==> src/rtl/core/itoa_pkg.sv <==
// Shared types and character constants for the integer-to-decimal-text block.
`timescale 1ns / 1ps
`default_nettype none

package itoa_pkg;

   localparam int DIGIT_BITS = 4;

   typedef logic [7:0]            char_type;
   typedef logic [DIGIT_BITS-1:0] digit_type;

   localparam char_type  CHAR_ZERO  = 8'd48;
   localparam char_type  CHAR_MINUS = 8'd45;
   localparam digit_type DIGIT_NINE = 4'd9;

   // A BCD digit at or above this limit gets the correction added before the shift.
   localparam digit_type DABBLE_LIMIT = 4'd5;
   localparam digit_type DABBLE_ADD   = 4'd3;

endpackage

`default_nettype wire

==> src/rtl/core/int_to_decimal_text.sv <==
// Top level of the integer-to-decimal-text block: sequencer, conversion registers and output word.
//
// Each accepted word on req_value is a signed two's-complement integer; the block returns its
// decimal text on rsp_text_char, one character per word, a leading minus sign for negative
// values, most significant digit first, and rsp_last high on the final character. The most
// negative value prints in full and zero prints as a single '0'. One item is handled at a
// time and req_ready is low while it is in progress. The magnitude is converted to BCD by a
// shift-and-add-3 unit at one bit per cycle, leading zero digits are then dropped at one per
// cycle, and characters leave at one per cycle while the output is taken.
`timescale 1ns / 1ps
`default_nettype none

module int_to_decimal_text
   import itoa_pkg::*;
#(
   parameter int VALUE_BITS = 32
) (
   input  wire logic                         clock,
   input  wire logic                         reset,
   input  wire logic                         req_valid,
   output logic                              req_ready,
   input  wire logic signed [VALUE_BITS-1:0] req_value,
   output logic                              rsp_valid,
   input  wire logic                         rsp_ready,
   output logic             [7:0]            rsp_text_char,
   output logic                              rsp_last
);

   localparam int NDIG  = ((VALUE_BITS - 1) * 30103) / 100000 + 1;
   localparam int BCD_W = NDIG * DIGIT_BITS;
   localparam int CNT_W = $clog2(VALUE_BITS);
   localparam int DIG_W = $clog2(NDIG);

   localparam logic [2:0] ST_IDLE = 3'd0;
   localparam logic [2:0] ST_CONV = 3'd1;
   localparam logic [2:0] ST_SKIP = 3'd2;
   localparam logic [2:0] ST_SIGN = 3'd3;
   localparam logic [2:0] ST_EMIT = 3'd4;

   logic [2:0]            state_ff, state_in;
   logic [VALUE_BITS-1:0] bin_ff, bin_in;
   logic [BCD_W-1:0]      bcd_ff, bcd_in;
   logic [CNT_W-1:0]      cnt_ff, cnt_in;
   logic [DIG_W-1:0]      dig_ff, dig_in;
   logic                  neg_ff, neg_in;
   logic                  rsp_valid_ff, rsp_valid_in;
   char_type              char_ff, char_in;
   logic                  last_ff, last_in;

   logic [BCD_W-1:0]      bcd_step;
   digit_type             top_digit;
   logic                  slot_free;
   logic                  req_fire;

   itoa_dabble #(
      .NDIG (NDIG)
   ) u_dabble (
      .bcd_in  (bcd_ff),
      .bit_in  (bin_ff[VALUE_BITS-1]),
      .bcd_out (bcd_step)
   );

   assign top_digit = bcd_ff[BCD_W-1 -: DIGIT_BITS];
   assign slot_free = !rsp_valid_ff || rsp_ready;
   assign req_ready = (state_ff == ST_IDLE);
   assign req_fire  = req_valid && req_ready;

   always_comb begin
      state_in     = state_ff;
      bin_in       = bin_ff;
      bcd_in       = bcd_ff;
      cnt_in       = cnt_ff;
      dig_in       = dig_ff;
      neg_in       = neg_ff;
      char_in      = char_ff;
      last_in      = last_ff;
      rsp_valid_in = rsp_valid_ff && !rsp_ready;
      unique case (state_ff)
         ST_IDLE: begin
            if (req_fire) begin
               neg_in   = req_value[VALUE_BITS-1];
               bin_in   = req_value[VALUE_BITS-1] ? (~req_value + 1'b1) : req_value;
               bcd_in   = '0;
               cnt_in   = CNT_W'(VALUE_BITS - 1);
               state_in = ST_CONV;
            end
         end
         ST_CONV: begin
            bcd_in = bcd_step;
            bin_in = {bin_ff[VALUE_BITS-2:0], 1'b0};
            cnt_in = cnt_ff - 1'b1;
            if (cnt_ff == '0) begin
               dig_in   = DIG_W'(NDIG - 1);
               state_in = ST_SKIP;
            end
         end
         ST_SKIP: begin
            if (top_digit == '0 && dig_ff != '0) begin
               bcd_in = {bcd_ff[BCD_W-DIGIT_BITS-1:0], {DIGIT_BITS{1'b0}}};
               dig_in = dig_ff - 1'b1;
            end else begin
               state_in = neg_ff ? ST_SIGN : ST_EMIT;
            end
         end
         ST_SIGN: begin
            if (slot_free) begin
               char_in      = CHAR_MINUS;
               last_in      = 1'b0;
               rsp_valid_in = 1'b1;
               state_in     = ST_EMIT;
            end
         end
         ST_EMIT: begin
            if (slot_free) begin
               char_in      = CHAR_ZERO + {{(8-DIGIT_BITS){1'b0}}, top_digit};
               last_in      = (dig_ff == '0);
               rsp_valid_in = 1'b1;
               bcd_in       = {bcd_ff[BCD_W-DIGIT_BITS-1:0], {DIGIT_BITS{1'b0}}};
               dig_in       = dig_ff - 1'b1;
               if (dig_ff == '0) begin
                  state_in = ST_IDLE;
               end
            end
         end
         default: begin
            state_in = ST_IDLE;
         end
      endcase
   end

   always_ff @(posedge clock) begin
      if (reset) begin
         state_ff     <= ST_IDLE;
         rsp_valid_ff <= 1'b0;
      end else begin
         state_ff     <= state_in;
         rsp_valid_ff <= rsp_valid_in;
      end
   end

   always_ff @(posedge clock) begin
      bin_ff  <= bin_in;
      bcd_ff  <= bcd_in;
      cnt_ff  <= cnt_in;
      dig_ff  <= dig_in;
      neg_ff  <= neg_in;
      char_ff <= char_in;
      last_ff <= last_in;
   end

   assign rsp_valid     = rsp_valid_ff;
   assign rsp_text_char = char_ff;
   assign rsp_last      = last_ff;

   // An accepted word starts the conversion and holds off the next one.
   a_accept_starts: assert property (@(posedge clock) disable iff (reset)
      req_fire |=> state_ff == ST_CONV && !req_ready)
      else $error("accepted word did not start conversion");

   // Every output word is a minus sign that is never last, or a decimal digit.
   a_char_legal: assert property (@(posedge clock) disable iff (reset)
      rsp_valid |-> (rsp_text_char == CHAR_MINUS && !rsp_last) ||
                    (rsp_text_char >= CHAR_ZERO &&
                     rsp_text_char <= CHAR_ZERO + {4'd0, DIGIT_NINE}))
      else $error("output word is not a legal character");

   // The sign is only sent for a negative value.
   a_sign_negative: assert property (@(posedge clock) disable iff (reset)
      state_ff == ST_SIGN |-> neg_ff)
      else $error("minus sign for a non-negative value");

   // Digits reaching the output are already valid BCD.
   a_digit_bcd: assert property (@(posedge clock) disable iff (reset)
      state_ff == ST_EMIT |-> top_digit <= DIGIT_NINE)
      else $error("emitted digit is not valid BCD");

endmodule

`default_nettype wire

==> src/rtl/core/itoa_dabble.sv <==
// Shift-and-add-3 unit that moves one binary bit into a packed BCD register.
`timescale 1ns / 1ps
`default_nettype none

module itoa_dabble
   import itoa_pkg::*;
#(
   parameter int NDIG = 10
) (
   input  wire logic [NDIG*DIGIT_BITS-1:0] bcd_in,
   input  wire logic                       bit_in,
   output logic      [NDIG*DIGIT_BITS-1:0] bcd_out
);

   logic [NDIG*DIGIT_BITS-1:0] adj;

   always_comb begin
      for (int i = 0; i < NDIG; i++) begin
         if (bcd_in[i*DIGIT_BITS +: DIGIT_BITS] >= DABBLE_LIMIT) begin
            adj[i*DIGIT_BITS +: DIGIT_BITS] = bcd_in[i*DIGIT_BITS +: DIGIT_BITS] + DABBLE_ADD;
         end else begin
            adj[i*DIGIT_BITS +: DIGIT_BITS] = bcd_in[i*DIGIT_BITS +: DIGIT_BITS];
         end
      end
   end

   assign bcd_out = {adj[NDIG*DIGIT_BITS-2:0], bit_in};

endmodule

`default_nettype wire
==> config.mk <==
export PLATFORM = sky130hd
export DESIGN_NAME = int_to_decimal_text
export DESIGN_NICKNAME = d
export VERILOG_FILES = /design/src/rtl/core/itoa_pkg.sv /design/src/rtl/core/int_to_decimal_text.sv /design/src/rtl/core/itoa_dabble.sv
export SDC_FILE = /design/constraint.sdc
export NUM_CORES = 1
export LEC_CHECK = 0
export BUFFER_PORTS_ARGS = -buffer_cell sky130_fd_sc_hd__buf_2
export CORE_MARGIN = 2
export CORE_UTILIZATION = 45
export DETAILED_ROUTE_END_ITERATION = 7
export SLEW_MARGIN = 40
export SYNTH_ARGS = -nofsm -noshare
export SYNTH_HDL_FRONTEND = slang
export SYNTH_HIERARCHICAL = 1
export SYNTH_SLANG_ARGS = --single-unit
==> constraint.sdc <==
create_clock -name clock -period 4 [get_ports clock]
set_clock_uncertainty 0.05 [all_clocks]
set_input_delay 0.4 -clock clock [delete_from_list [all_inputs] [get_ports clock]]
set_output_delay 0.4 -clock clock [all_outputs]
set_load 0.005 [all_outputs]
Yosys cells after proc, flatten, opt, wreduce, memory -nomap -nowiden
Index checks and enable logic that the tools add are counted.

Bits in registers: 95. Latch bits: 0. Bits in writable memories: 0. Memory bits (read-only): 0. Input port bits: 36. Output and inout bits: 11. Word-level logic and storage cells: 106. Memories: 0.

Add/subtract/negate cells: 14. $mul: 0. Divide/modulo/power cells: 0. Order comparisons: 10. Eq/ne operators: 11. Shift-type cells: 0. Mux-type cells: 39. Bitwise operators: 1. Reductions and logical operators: 22.

Operators with widths (number): case mux 40 bit (4 select lines) (1); 2-to-1 mux 40 bit (3); 2-to-1 mux 32 bit (2); case mux 32 bit (2 select lines) (1); 2-to-1 mux 4 bit (12); greater-or-equal comparator 4 x 3 -> 1 bit, second input constant (10); adder 4 x 2 -> 4 bit, second input constant (9); adder 32 x 1 -> 32 bit, second input constant (1); NOT 32 bit (1); 2-to-1 mux 3 bit (8); 2-to-1 mux 8 bit (2); case mux 8 bit (2 select lines) (1); case mux 3 bit (5 select lines) (1); inequality test 2 bit, second input constant (6); case mux 4 bit (3 select lines) (1); case mux 5 bit (2 select lines) (1); zero test 4 bit (2); AND reduction 4 bit (2); nonzero test 4 bit (2); adder 6 x 4 -> 7 bit, first input constant (1); == test 3 x 2 -> 1 bit, second input constant (2); AND reduction 6 bit (1); zero test 5 bit (1); 2-to-1 mux 5 bit (1); 17 further kinds (25).

Logic depth before layout (Yosys ltp)
Gate-level depths: netlist (run 1).

Word-level depth: 5. Mapped depth: 8. Depth with buffers taken out: 7.

Modules after synthesis
The synthesis (run 1) kept the hierarchy.

By module, submodules not included: int_to_decimal_text (instances 1, cells an instance 391, area an instance 4621.9 sq um, seq. area each 2722.6 sq um); itoa_dabble (instances 1, cells an instance 157, area an instance 1001.0 sq um, seq. area each 0.0 sq um).

Worst setup path after synthesis (run 1)
No wires, ideal clock.

Kind: flip-flop to flip-flop. From: register state_ff[0]. To: register bcd_ff[0] (enable). Setup time: 0.396 ns. Arrival: 2.443 ns. Required time: 3.554 ns. Path slack: 1.111 ns. Cell stages (with the launch flop): 6. Path buffers: 1. Period minus slack after synthesis: 2.889 ns. Cell sequence: dfxtp_1 -> clkbuf_1 -> nand2b_1 -> nor2_1 -> or2_2 -> a21o_1.

Word-level cells in the longest chain between the ends: 4. Elaborated cells on any way between the ends: 10. Classes of those cells: eq/ne (6); reduce/logical (4).

Ends and longest elaborated chain: start: declaration (RTL line int_to_decimal_text.sv:40) `logic [2:0] state_ff, state_in;`; start signal: assignment (RTL line int_to_decimal_text.sv:136) `state_ff <= state_in;`; zero test 3 bit (RTL line int_to_decimal_text.sv:65, int_to_decimal_text.sv:78); logical AND 1 bit (RTL line int_to_decimal_text.sv:66) `assign req_fire = req_valid && req_ready;`; inequality test 2 x 1 -> 1 bit (no line); AND reduction 4 bit (no line) (*); end signal: assignment (RTL line int_to_decimal_text.sv:143) `bcd_ff <= bcd_in;`; end: declaration (RTL line int_to_decimal_text.sv:42) `logic [BCD_W-1:0] bcd_ff, bcd_in;`.

Every way passes the cells marked *; elsewhere a longest branch is shown, timed or not. A chain may end at the register's enable or synchronous reset.

Worst setup path after layout (run 1)
From: input port req_value[6]. To: register bin_ff[30], data pin.

Word-level cells in the longest chain between the ends: 5.

Ends and longest elaborated chain: start: declaration (RTL line int_to_decimal_text.sv:22) `input wire logic signed [VALUE_BITS-1:0] req_value,`; NOT 32 bit (RTL line int_to_decimal_text.sv:82) `bin_in = req_value[VALUE_BITS-1] ? (~req_value + 1'b1) : req_value;`; adder 32 x 1 -> 32 bit (RTL line int_to_decimal_text.sv:82); 2-to-1 mux 32 bit (RTL line int_to_decimal_text.sv:82); 2-to-1 mux 32 bit (RTL line int_to_decimal_text.sv:80) `if (req_fire) begin`; case mux 32 bit (2 select lines) (RTL line int_to_decimal_text.sv:78) `unique case (state_ff)`; net bin_in[30] (RTL line int_to_decimal_text.sv:41) `logic [VALUE_BITS-1:0] bin_ff, bin_in;`; end signal: assignment (RTL line int_to_decimal_text.sv:142) `bin_ff <= bin_in;`; end: declaration (RTL line int_to_decimal_text.sv:41).

The timed path passes the listed nets, and every way through them passes these cells. The select of a mux whose other input is x is not followed.

==> results of run 1 <==
power by group:
| part | switching, uW | internal (uW) | total [uW] | leakage, uW |
|---|---|---|---|---|
| clock network | 367 | 628 | 994 | 0.000169 |
| logic | 1200 | 817 | 2010 | 0.00139 |
| registers | 342 | 1770 | 2110 | 0.000885 |
Yosys cell counts, types with 2 or more instances:
master and n:
edfxtp_1 88, nand2_1 68, nor2_1 39, a22o_1 36, inv_1 30, nand2b_1 27
xor2_1 26, o21ai_0 24, clkbuf_1 23, ha_1 23, a21oi_1 22, xnor2_1 15
mux2i_1 13, o21ai_1 12, a21oi_2 10, o31ai_1 10, nor3_1 7, and2_1 6
nand3_1 6, o41ai_2 6, o41ai_1 5, and3_1 4, buf_4 4, dfxtp_1 4
or2_2 4, or3_1 4, or4_1 4, a211o_1 2, a221oi_1 2, buf_2 2
conb_1 2, nor2b_1 2, nor3b_1 2, nor4_1 2, o22ai_1 2
final cells by class:
cell class              count  area share (%)
inverters                  30           1.786
multi-input cells         396           42.20
well taps                 168           3.333
repair buffers             47           3.948
clock buffers              10           3.790
flip-flops and latches     92           43.17
clock inverters             6           1.766
per-stage QoR:
stage	worst slack, ns	instance area (um2)	cells	util, %	hold slack (ns)
final	1.246	6306	749	52.07	0.2071
after global routing	1.116	6306	749	52.07	0.2061
after CTS	1.249	6302	749	52.04	0.1932
after detailed placement	0.8717	5952	733	49.14	0.4601
after global placement	0.9652	5952	733	49.14	0.4525
after floorplan	1.111	5627	549	-	0.4191
per-layer routing:
metal / up-vias / routed length (um) / GRT usage (%)
li1: 2032 / - / -
met1: 1917 / 5099 / 23.24
met2: 56 / 4831 / 26.47
met3: 12 / 396 / 4.341
met4: 0 / 148 / 5.079
met5: - / 0 / 0
registers in the layout (all words and copies together) (netlist names):
| signal | flops |
|---|---|
| bcd_ff | 40 |
| bin_ff | 32 |
| cnt_ff | 5 |
| dig_ff | 4 |
| neg_ff | 1 |
| rsp_last | 1 |
| rsp_text_char | 5 |
| rsp_valid | 1 |
| state_ff | 3 |
worst paths after layout:
check                from          to
max          req_value[6]  bin_ff[30]
min                 reset   rsp_valid
max reg2reg    bcd_ff[36]  bcd_ff[16]
min reg2reg     bin_ff[1]   bin_ff[2]
cell families (layout without fill, tap and decap cells):
group,Yosys count,in the layout,synth area share [%]
other cells,2,3,0.1336
compound gates,136,136,17.71
mux,13,13,2.314
xor+xnor,41,41,6.386
flops,92,92,48.42
buf+inv,61,93,4.517
fa+ha+maj,23,23,5.118
simple gates,180,180,15.40
==> impl_metrics.yaml, run 1 <==
run_status:
  status: "completed"
clock_tree:
  cts_tree: "built"
  clock_path_buffers: 2
  cts-hold-fix-buffers: 0
  cts_inserted_buffers: 9
  clk_pin_slew_ns: 0.07
  post_cts_resized: 0
  clk_root_buffer_cell: "clkbuf_16"
  clock_latency_ns: 0.34
  cts.htree.levels: 3
  post_cts_buffers: 0
  clock-sinks: 92
finish:
  drive_gt1_share_pct: 15.15
  antennaDiodeCount: 0
  synthToLayoutAreaGrowth_pct: 12.15
  seq_area_um2: 2723
  mostFrequentLayoutCell: "edfxtp_1"
  nFillCells: 1123
  multi_input_area_um2: 2661
  fin_nets: 635
  final_cell_mix: "edfxtp_1 (88), nand2_1 (68), buf_2 (43)"
worst_setup_path:
  cp_max_fo: 15
  crit_slowest_cell: "or4_1"
  worst_path_largest_cell_delay_ns: 0.77
  cp_top_family: "simple AND/OR/NAND/NOR gates"
  path_buf_inv: 1
  required_ns: 4.02
  cpMostUsedCell: "or4_1"
  reg2regPathDepth: 6
  start_kind: "input port"
  worstSetupEndpointType: "flip-flop"
  crit_path_cell_trace: "buf_2 -> or4_1 -> or4_1 -> nor4_2 -> mux2i_1 -> o211ai_1"
  cp_data_arrival_time_ns: 2.78
  r2r_slack_ns: 1.58
  path_class: "input port to flip-flop"
  path_depth: 6
min_path:
  hold_path_depth: 2
  hold_class: "input port to flip-flop"
sta:
  hold_violations: 0
  tightest_slew_ns: 0.6410
  period_share_pct: 68.86
  drv_slew: 0
  fmax_mhz: 363.1
  slew_headroom_pct: 57.27
  fin_setup_tns_ns: 0
  rsz0062_at_grt: "false"
  finalWorstPathRequiredPeriod_ns: 2.754
  setup_viol: 0
yosys:
  netlist_area_um2: 5623
  seq_area_frac_synth_pct: 48.42
  yosys.area.top_type: "edfxtp_1"
  synth.area.top_cells: "edfxtp_1 (47%), a22o_1 (5.6%), ha_1 (5.1%)"
  async_reset_ff_share_pct: 0
  synth.distinct_cells: 47
  synth_seq_cells: 92
  synthFlopType: "edfxtp_1"
  yosysWarnings: 6
  synth-edff-count: 88
  syn_avg_cell_area_um2: 10.26
  synth_top_cell_area_share_pct: 47.00
  synthCells: 548
power:
  p_per_area_nw_per_um2: 812.2
  power.leakage_uw: 0.002443
  ir_worst_vdd_mv: 0.3443
  report.power.total_uw: 5122
placed_design:
  port-buffer-count: 43
  gp_congestion: 0.7804
  dp_hpwl_mm: 7.003
global_route:
  grt_pass1_wl_mm: 17.90
  track_usage_pct: 16.88
  grt_max_degree: 81
  grt_pass1_vias: 3740
  grt_overflow: 0
  antenna_found_initial: 0
floorplanning:
  start_util_pct: 46.43
  die_h_um: 115.8
  die_width_um: 115.8
  rows: 40
  core_area_um2: 12110
  design.die.area_um2: 13410
  pin_count: 47
flow_run:
  maxCapViolations: 0
drt:
  drt-pass1-iter-count: 4
  wl_mm: 10.48
  ant_nets: 0
  wl_per_cell_um: 13.99
  first_iter_violations: 274
  viasPerCell: 5.363
  vias: 4017
  drc: 0
Power figures use the tool's default switching activity.
==> run 2: changes to the inputs <==
--- a/config.mk
+++ b/config.mk
@@ -9,6 +9,7 @@
 export CORE_MARGIN = 2
 export CORE_UTILIZATION = 45
 export DETAILED_ROUTE_END_ITERATION = 7
+export PLACE_DENSITY = 0.65
 export SLEW_MARGIN = 40
 export SYNTH_ARGS = -nofsm -noshare
 export SYNTH_HDL_FRONTEND = slang
==> constraint.sdc (replaced) <==
create_clock -name clock -period 2.36 [get_ports clock]
set_clock_uncertainty 0.05 [all_clocks]
set_input_delay 0.236 -clock clock [delete_from_list [all_inputs] [get_ports clock]]
set_output_delay 0.236 -clock clock [all_outputs]
set_load 0.005 [all_outputs]
==> run 2 against run 1 <==
Compared with the run above: count of clock-buffer cells in the layout grew 1; sequential share of layout area shrank 1.4 points; first-iteration DRC count shrank 0.73%; combinational power grew 80%; sequential power grew 70%; final cell count grew 2.8%; core utilization grew 1.7 points; via count grew 1.9%; critical path depth grew 1; cell area grew 3.3%; power grew 72%; critical path type unchanged; critical endpoint is now bin_ff[29]; largest cell class unchanged.
==> impl_metrics.yaml, run 2 (synthesis gave the netlist of run 1 again) <==
finish:
  drive_gt1_share_pct: 19.10
  top_register: "bcd_ff"
  mostFrequentLayoutCell: "edfxtp_1"
  nFillCells: 1101
  final_cell_mix: "edfxtp_1 (88), nand2_1 (68), buf_2 (43)"
  fin_util_pct: 53.79
  synthToLayoutAreaGrowth_pct: 15.87
  largestRegisters: "bcd_ff x40, bin_ff x32"
  antennaDiodeCount: 0
  fin_nets: 656
  largest_reg_flops: 40
drt:
  wl_mm: 10.96
  viasPerCell: 5.314
  ant_nets: 0
  drc: 0
  drt-pass1-iter-count: 4
  vias: 4092
  first_iter_violations: 272
  wl_per_cell_um: 14.24
worst_setup_path:
  worstSetupEndpointType: "flip-flop"
  cpMostUsedCell: "or4_4"
  crit_slowest_cell: "or4_4"
  path_buf_inv: 2
  path_class: "input port to flip-flop"
  worst_path_largest_cell_delay_ns: 0.59
  crit_path_start: "req_value[10]"
  cp_max_fo: 6
  cp_top_family: "simple AND/OR/NAND/NOR gates"
  start_kind: "input port"
  reg2regPathDepth: 6
  crit_path_cell_trace: "buf_2 -> or4_4 -> or4_4 -> buf_4 -> nor4_1 -> a211o_1 -> nand3_1"
  required_ns: 2.41
  r2r_start: "bcd_ff[36]"
  cp_data_arrival_time_ns: 2.26
  reg2reg_to: "bcd_ff[12]"
  r2r_slack_ns: 0.20
placed_design:
  gp_congestion: 0.8083
  dp_slack_ns: -0.2233
  port-buffer-count: 43
  dp_hpwl_mm: 7.272
floorplanning:
  design.die.area_um2: 13410
  pin_count: 47
  start_util_pct: 46.43
  rows: 40
  die_width_um: 115.8
  core_area_um2: 12110
  die_h_um: 115.8
global_route:
  grt_max_degree: 81
  grt_pass1_wl_mm: 18.53
  grt_overflow: 0
  antenna_found_initial: 0
  track_usage_pct: 17.60
  grt_pass1_vias: 3981
sta:
  layout_setup_ws_ns: 0.1497
  hold_violations: 0
  finalWorstPathRequiredPeriod_ns: 2.210
  rsz0062_at_grt: "false"
  fmax_mhz: 452.4
  drv_slew: 0
  slew_headroom_pct: 64.79
  setup_viol: 0
  fin_hold_ws_ns: 0.03717
  fin_setup_tns_ns: 0
  tightest_slew_ns: 0.5233
  period_share_pct: 93.66
power:
  ir_worst_vdd_mv: 0.6224
  clockPowerShare_pct: 18.5
  p_comb_share_pct: 41.0
  swShare_pct: 37.35
  power.leakage_uw: 0.002548
  p_per_area_nw_per_um2: 1353
  seq_power_share_pct: 40.6
  power_switching_uw: 3292
  report.power.total_uw: 8814
  p_int_uw: 5522
clock_tree:
  cts-hold-fix-buffers: 0
  clk_root_buffer_cell: "clkbuf_16"
  cts_inserted_buffers: 9
  cts.htree.levels: 3
  cts_tree: "built"
  clock_path_buffers: 2
  clock-sinks: 92
  clk_pin_slew_ns: 0.07
  clock_latency_ns: 0.35
min_path:
  hold_path_depth: 2
  min_from: "reset"
  hold_class: "input port to flip-flop"
  min_to: "state_ff[1]"
flow_run:
  maxCapViolations: 0
run_status:
  status: "completed"
run 2: repair_timing:
| action | 4_1_cts | 5_1_grt |
|---|---|---|
| endpoints found under the setup margin | 0 | 5 |
| resized for setup | 0 | 3 |
| buffers inserted | 0 | 0 |
run 2: per-layer routing:
metal / track usage [%] / vias up / share of wire [%]
met5: 0 / - / 0
met4: 6.746 / 0 / 1.7
met3: 3.033 / 13 / 3.8
met2: 29.47 / 76 / 48
met1: 22.92 / 1936 / 46
li1: - / 2067 / -
run 2: final cells by class:
type                    count  area [um2]  share of cell area, %
repair buffers             68       440.4                  6.760
well taps                 168       210.2                  3.226
clock buffers              11       252.7                  3.879
clock inverters             5       83.83                  1.287
inverters                  30       112.6                  1.728
multi-input cells         396        2693                  41.33
flip-flops and latches     92        2723                  41.79
run 2: worst max-delay path by stage:
stage	end	slack, ns	cells past startpoint
floorplan	bin_ff[19]	-0.08	8
global placement	bin_ff[29]	-0.18	7
detailed placement	bin_ff[29]	-0.22	7
CTS	dig_ff[3]	0.14	5
global route	bin_ff[21]	0.04	7
finish	bin_ff[29]	0.15	7
run 2: metrics by stage:
step,cell area [um2],std cells
3_3_place_gp,6162,754
2_1_floorplan,5654,549
6_report,6515,770
3_5_place_dp,6162,754
4_1_cts,6499,770
5_1_grt,6515,770
run 2: worst register-to-register path, stage by stage, from the launching register on:
cell      delay [ns]
edfxtp_1        0.46
or4_1           0.54
nor2_1          0.16
nand2_1         0.09
o22ai_1         0.22
a21o_4          0.18
buf_12          0.17
run 2: power by group through the flow:
stage,sequential [uW],combinational (uW),clock [uW]
2_1_floorplan,3410,2790,0
3_3_place_gp,3590,3510,0
3_5_place_dp,3600,3630,0
4_1_cts,3590,3660,1650
5_1_grt,3690,4100,1720
6_report,3580,3610,1630
==> run 3: changes to the inputs <==
--- a/config.mk
+++ b/config.mk
@@ -9,6 +9,7 @@
 export CORE_MARGIN = 2
 export CORE_UTILIZATION = 45
 export DETAILED_ROUTE_END_ITERATION = 7
+export HOLD_SLACK_MARGIN = 0.12
 export PLACE_DENSITY = 0.65
 export SLEW_MARGIN = 40
 export SYNTH_ARGS = -nofsm -noshare
==> run 3 against run 2 <==
Compared with the run above: worst hold slack gained 0.16 ns; sequential cell count is the same; cell area grew 0.15%; critical path type unchanged; critical endpoint unchanged; largest power group unchanged.
==> impl_metrics.yaml, run 3 (synthesis gave the netlist of run 1 again) <==
sta:
  fin_setup_tns_ns: 0
  finalWorstPathRequiredPeriod_ns: 2.209
  hold_violations: 0
  setup_viol: 0
  fmax_mhz: 452.7
  slew_headroom_pct: 63.82
  drv_slew: 0
  layout_setup_ws_ns: 0.1512
  rsz0062_at_grt: "false"
  tightest_slew_ns: 0.5378
  period_share_pct: 93.59
clock_tree:
  post_cts_buffers: 0
  clock-sinks: 92
  clk_pin_slew_ns: 0.07
  cts.htree.levels: 3
  cts_tree: "built"
  clk_root_buffer_cell: "clkbuf_16"
  clock_latency_ns: 0.35
  clock_path_buffers: 2
  cts_inserted_buffers: 9
power:
  clockPowerShare_pct: 18.4
  power_switching_uw: 3291
  swShare_pct: 37.34
  power.leakage_uw: 0.002553
  ir_worst_vdd_mv: 0.6223
  p_int_uw: 5523
  p_per_area_nw_per_um2: 1351
  p_comb_share_pct: 41.0
  seq_power_share_pct: 40.6
min_path:
  hold_class: "input port to flip-flop"
  min_from: "rsp_ready"
worst_setup_path:
  crit_path_cell_trace: "buf_2 -> or4_4 -> or4_4 -> buf_4 -> nor4_1 -> a211o_1 -> nand3_1"
  worst_path_largest_cell_delay_ns: 0.59
  required_ns: 2.41
  cpMostUsedCell: "or4_4"
  start_kind: "input port"
  cp_data_arrival_time_ns: 2.26
  r2r_start: "bcd_ff[36]"
  crit_path_start: "req_value[10]"
  worstSetupEndpointType: "flip-flop"
  cp_max_fo: 6
  crit_slowest_cell: "or4_4"
  path_class: "input port to flip-flop"
global_route:
  antenna_found_initial: 0
  grt_max_degree: 81
  grt_pass1_wl_mm: 18.57
  track_usage_pct: 17.64
  grt_pass1_vias: 3993
  grt_overflow: 0
finish:
  largest_reg_flops: 40
  final_cell_mix: "edfxtp_1 (88), nand2_1 (68), buf_2 (43)"
  seq_area_um2: 2723
  multi_input_area_um2: 2693
  fin_util_pct: 53.87
  synthToLayoutAreaGrowth_pct: 16.04
  largestRegisters: "bcd_ff x40, bin_ff x32"
  mostFrequentLayoutCell: "edfxtp_1"
  fin_nets: 657
  nFillCells: 1100
  drive_gt1_share_pct: 19.07
  top_register: "bcd_ff"
  antennaDiodeCount: 0
run_status:
  status: "completed"
drt:
  ant_nets: 0
  wl_mm: 10.98
  drc: 0
  wl_per_cell_um: 14.23
  vias: 4098
  first_iter_violations: 341
  drt-pass1-iter-count: 4
  viasPerCell: 5.315
placed_design:
  port-buffer-count: 43
  dp_slack_ns: -0.2233
  dp_hpwl_mm: 7.272
  gp_congestion: 0.8083
floorplanning:
  design.die.area_um2: 13410
  die_width_um: 115.8
  pin_count: 47
  die_h_um: 115.8
  core_area_um2: 12110
  rows: 40
  start_util_pct: 46.43
flow_run:
  maxCapViolations: 0
## run 3: cell types whose count changed in the layout (fill, tap and decap cells not counted)
cell / change
dlygate4sd3_1: +1
## run 3: path summary, 6_finish.rpt
| path | slack, ns | depth (start not counted) | end |
|---|---|---|---|
| setup / recovery | 0.15 | 7 | bin_ff[29] |
| hold / removal | 0.20 | 3 | rsp_valid |
| hold reg to reg | 0.48 | 2 | bin_ff[26] |
| setup reg to reg | 0.20 | 6 | bcd_ff[12] |
## run 3: critical path: cells and delay by family
family	cells	cell delay, ns
compound gates	1	0.19
buf+inv	2	0.28
simple gates	4	1.55
## run 3: area by class of cell
| type | instances | area share [%] |
|---|---|---|
| clock inverter | 5 | 1.285 |
| inverter | 30 | 1.726 |
| clock buffer | 11 | 3.873 |
| timing repair buffer | 69 | 6.903 |
| tap | 168 | 3.221 |
| sequential | 92 | 41.73 |
| multi-input combinational | 396 | 41.27 |
## run 3: through the flow
| stage | hold WS [ns] | cell area (um2) | cells | total power, uW |
|---|---|---|---|---|
| floorplan | 0.2551 | 5654 | 549 | 6198 |
| global placement | 0.3950 | 6162 | 754 | 7097 |
| detailed placement | 0.4055 | 6162 | 754 | 7235 |
| CTS | 0.1841 | 6509 | 771 | 8892 |
| global route | 0.1952 | 6525 | 771 | 9512 |
| finish | 0.1959 | 6525 | 771 | 8815 |
## run 3: per-layer routing
metal / wire length, um / global-route usage (%) / vias up
met2: 5316 / 29.63 / 71
met5: 0 / 0 / -
met3: 398 / 3.033 / 13
met1: 5074 / 22.92 / 1945
li1: - / - / 2069
met4: 186 / 6.746 / 0
## run 3: what timing repair did
| action | in CTS | in global routing |
|---|---|---|
| resized for setup | 0 | 3 |
| hold buffers | 1 | 0 |
| endpoints found under the hold margin | 4 | 0 |
| setup endpoints to repair | 0 | 5 |
## run 3: power by group through the flow
stage	sequential, uW	clock, uW	combinational (uW)
3_3_place_gp	3590	0	3510
4_1_cts	3590	1650	3660
6_report	3580	1630	3610
2_1_floorplan	3410	0	2790
3_5_place_dp	3600	0	3630
5_1_grt	3690	1720	4110
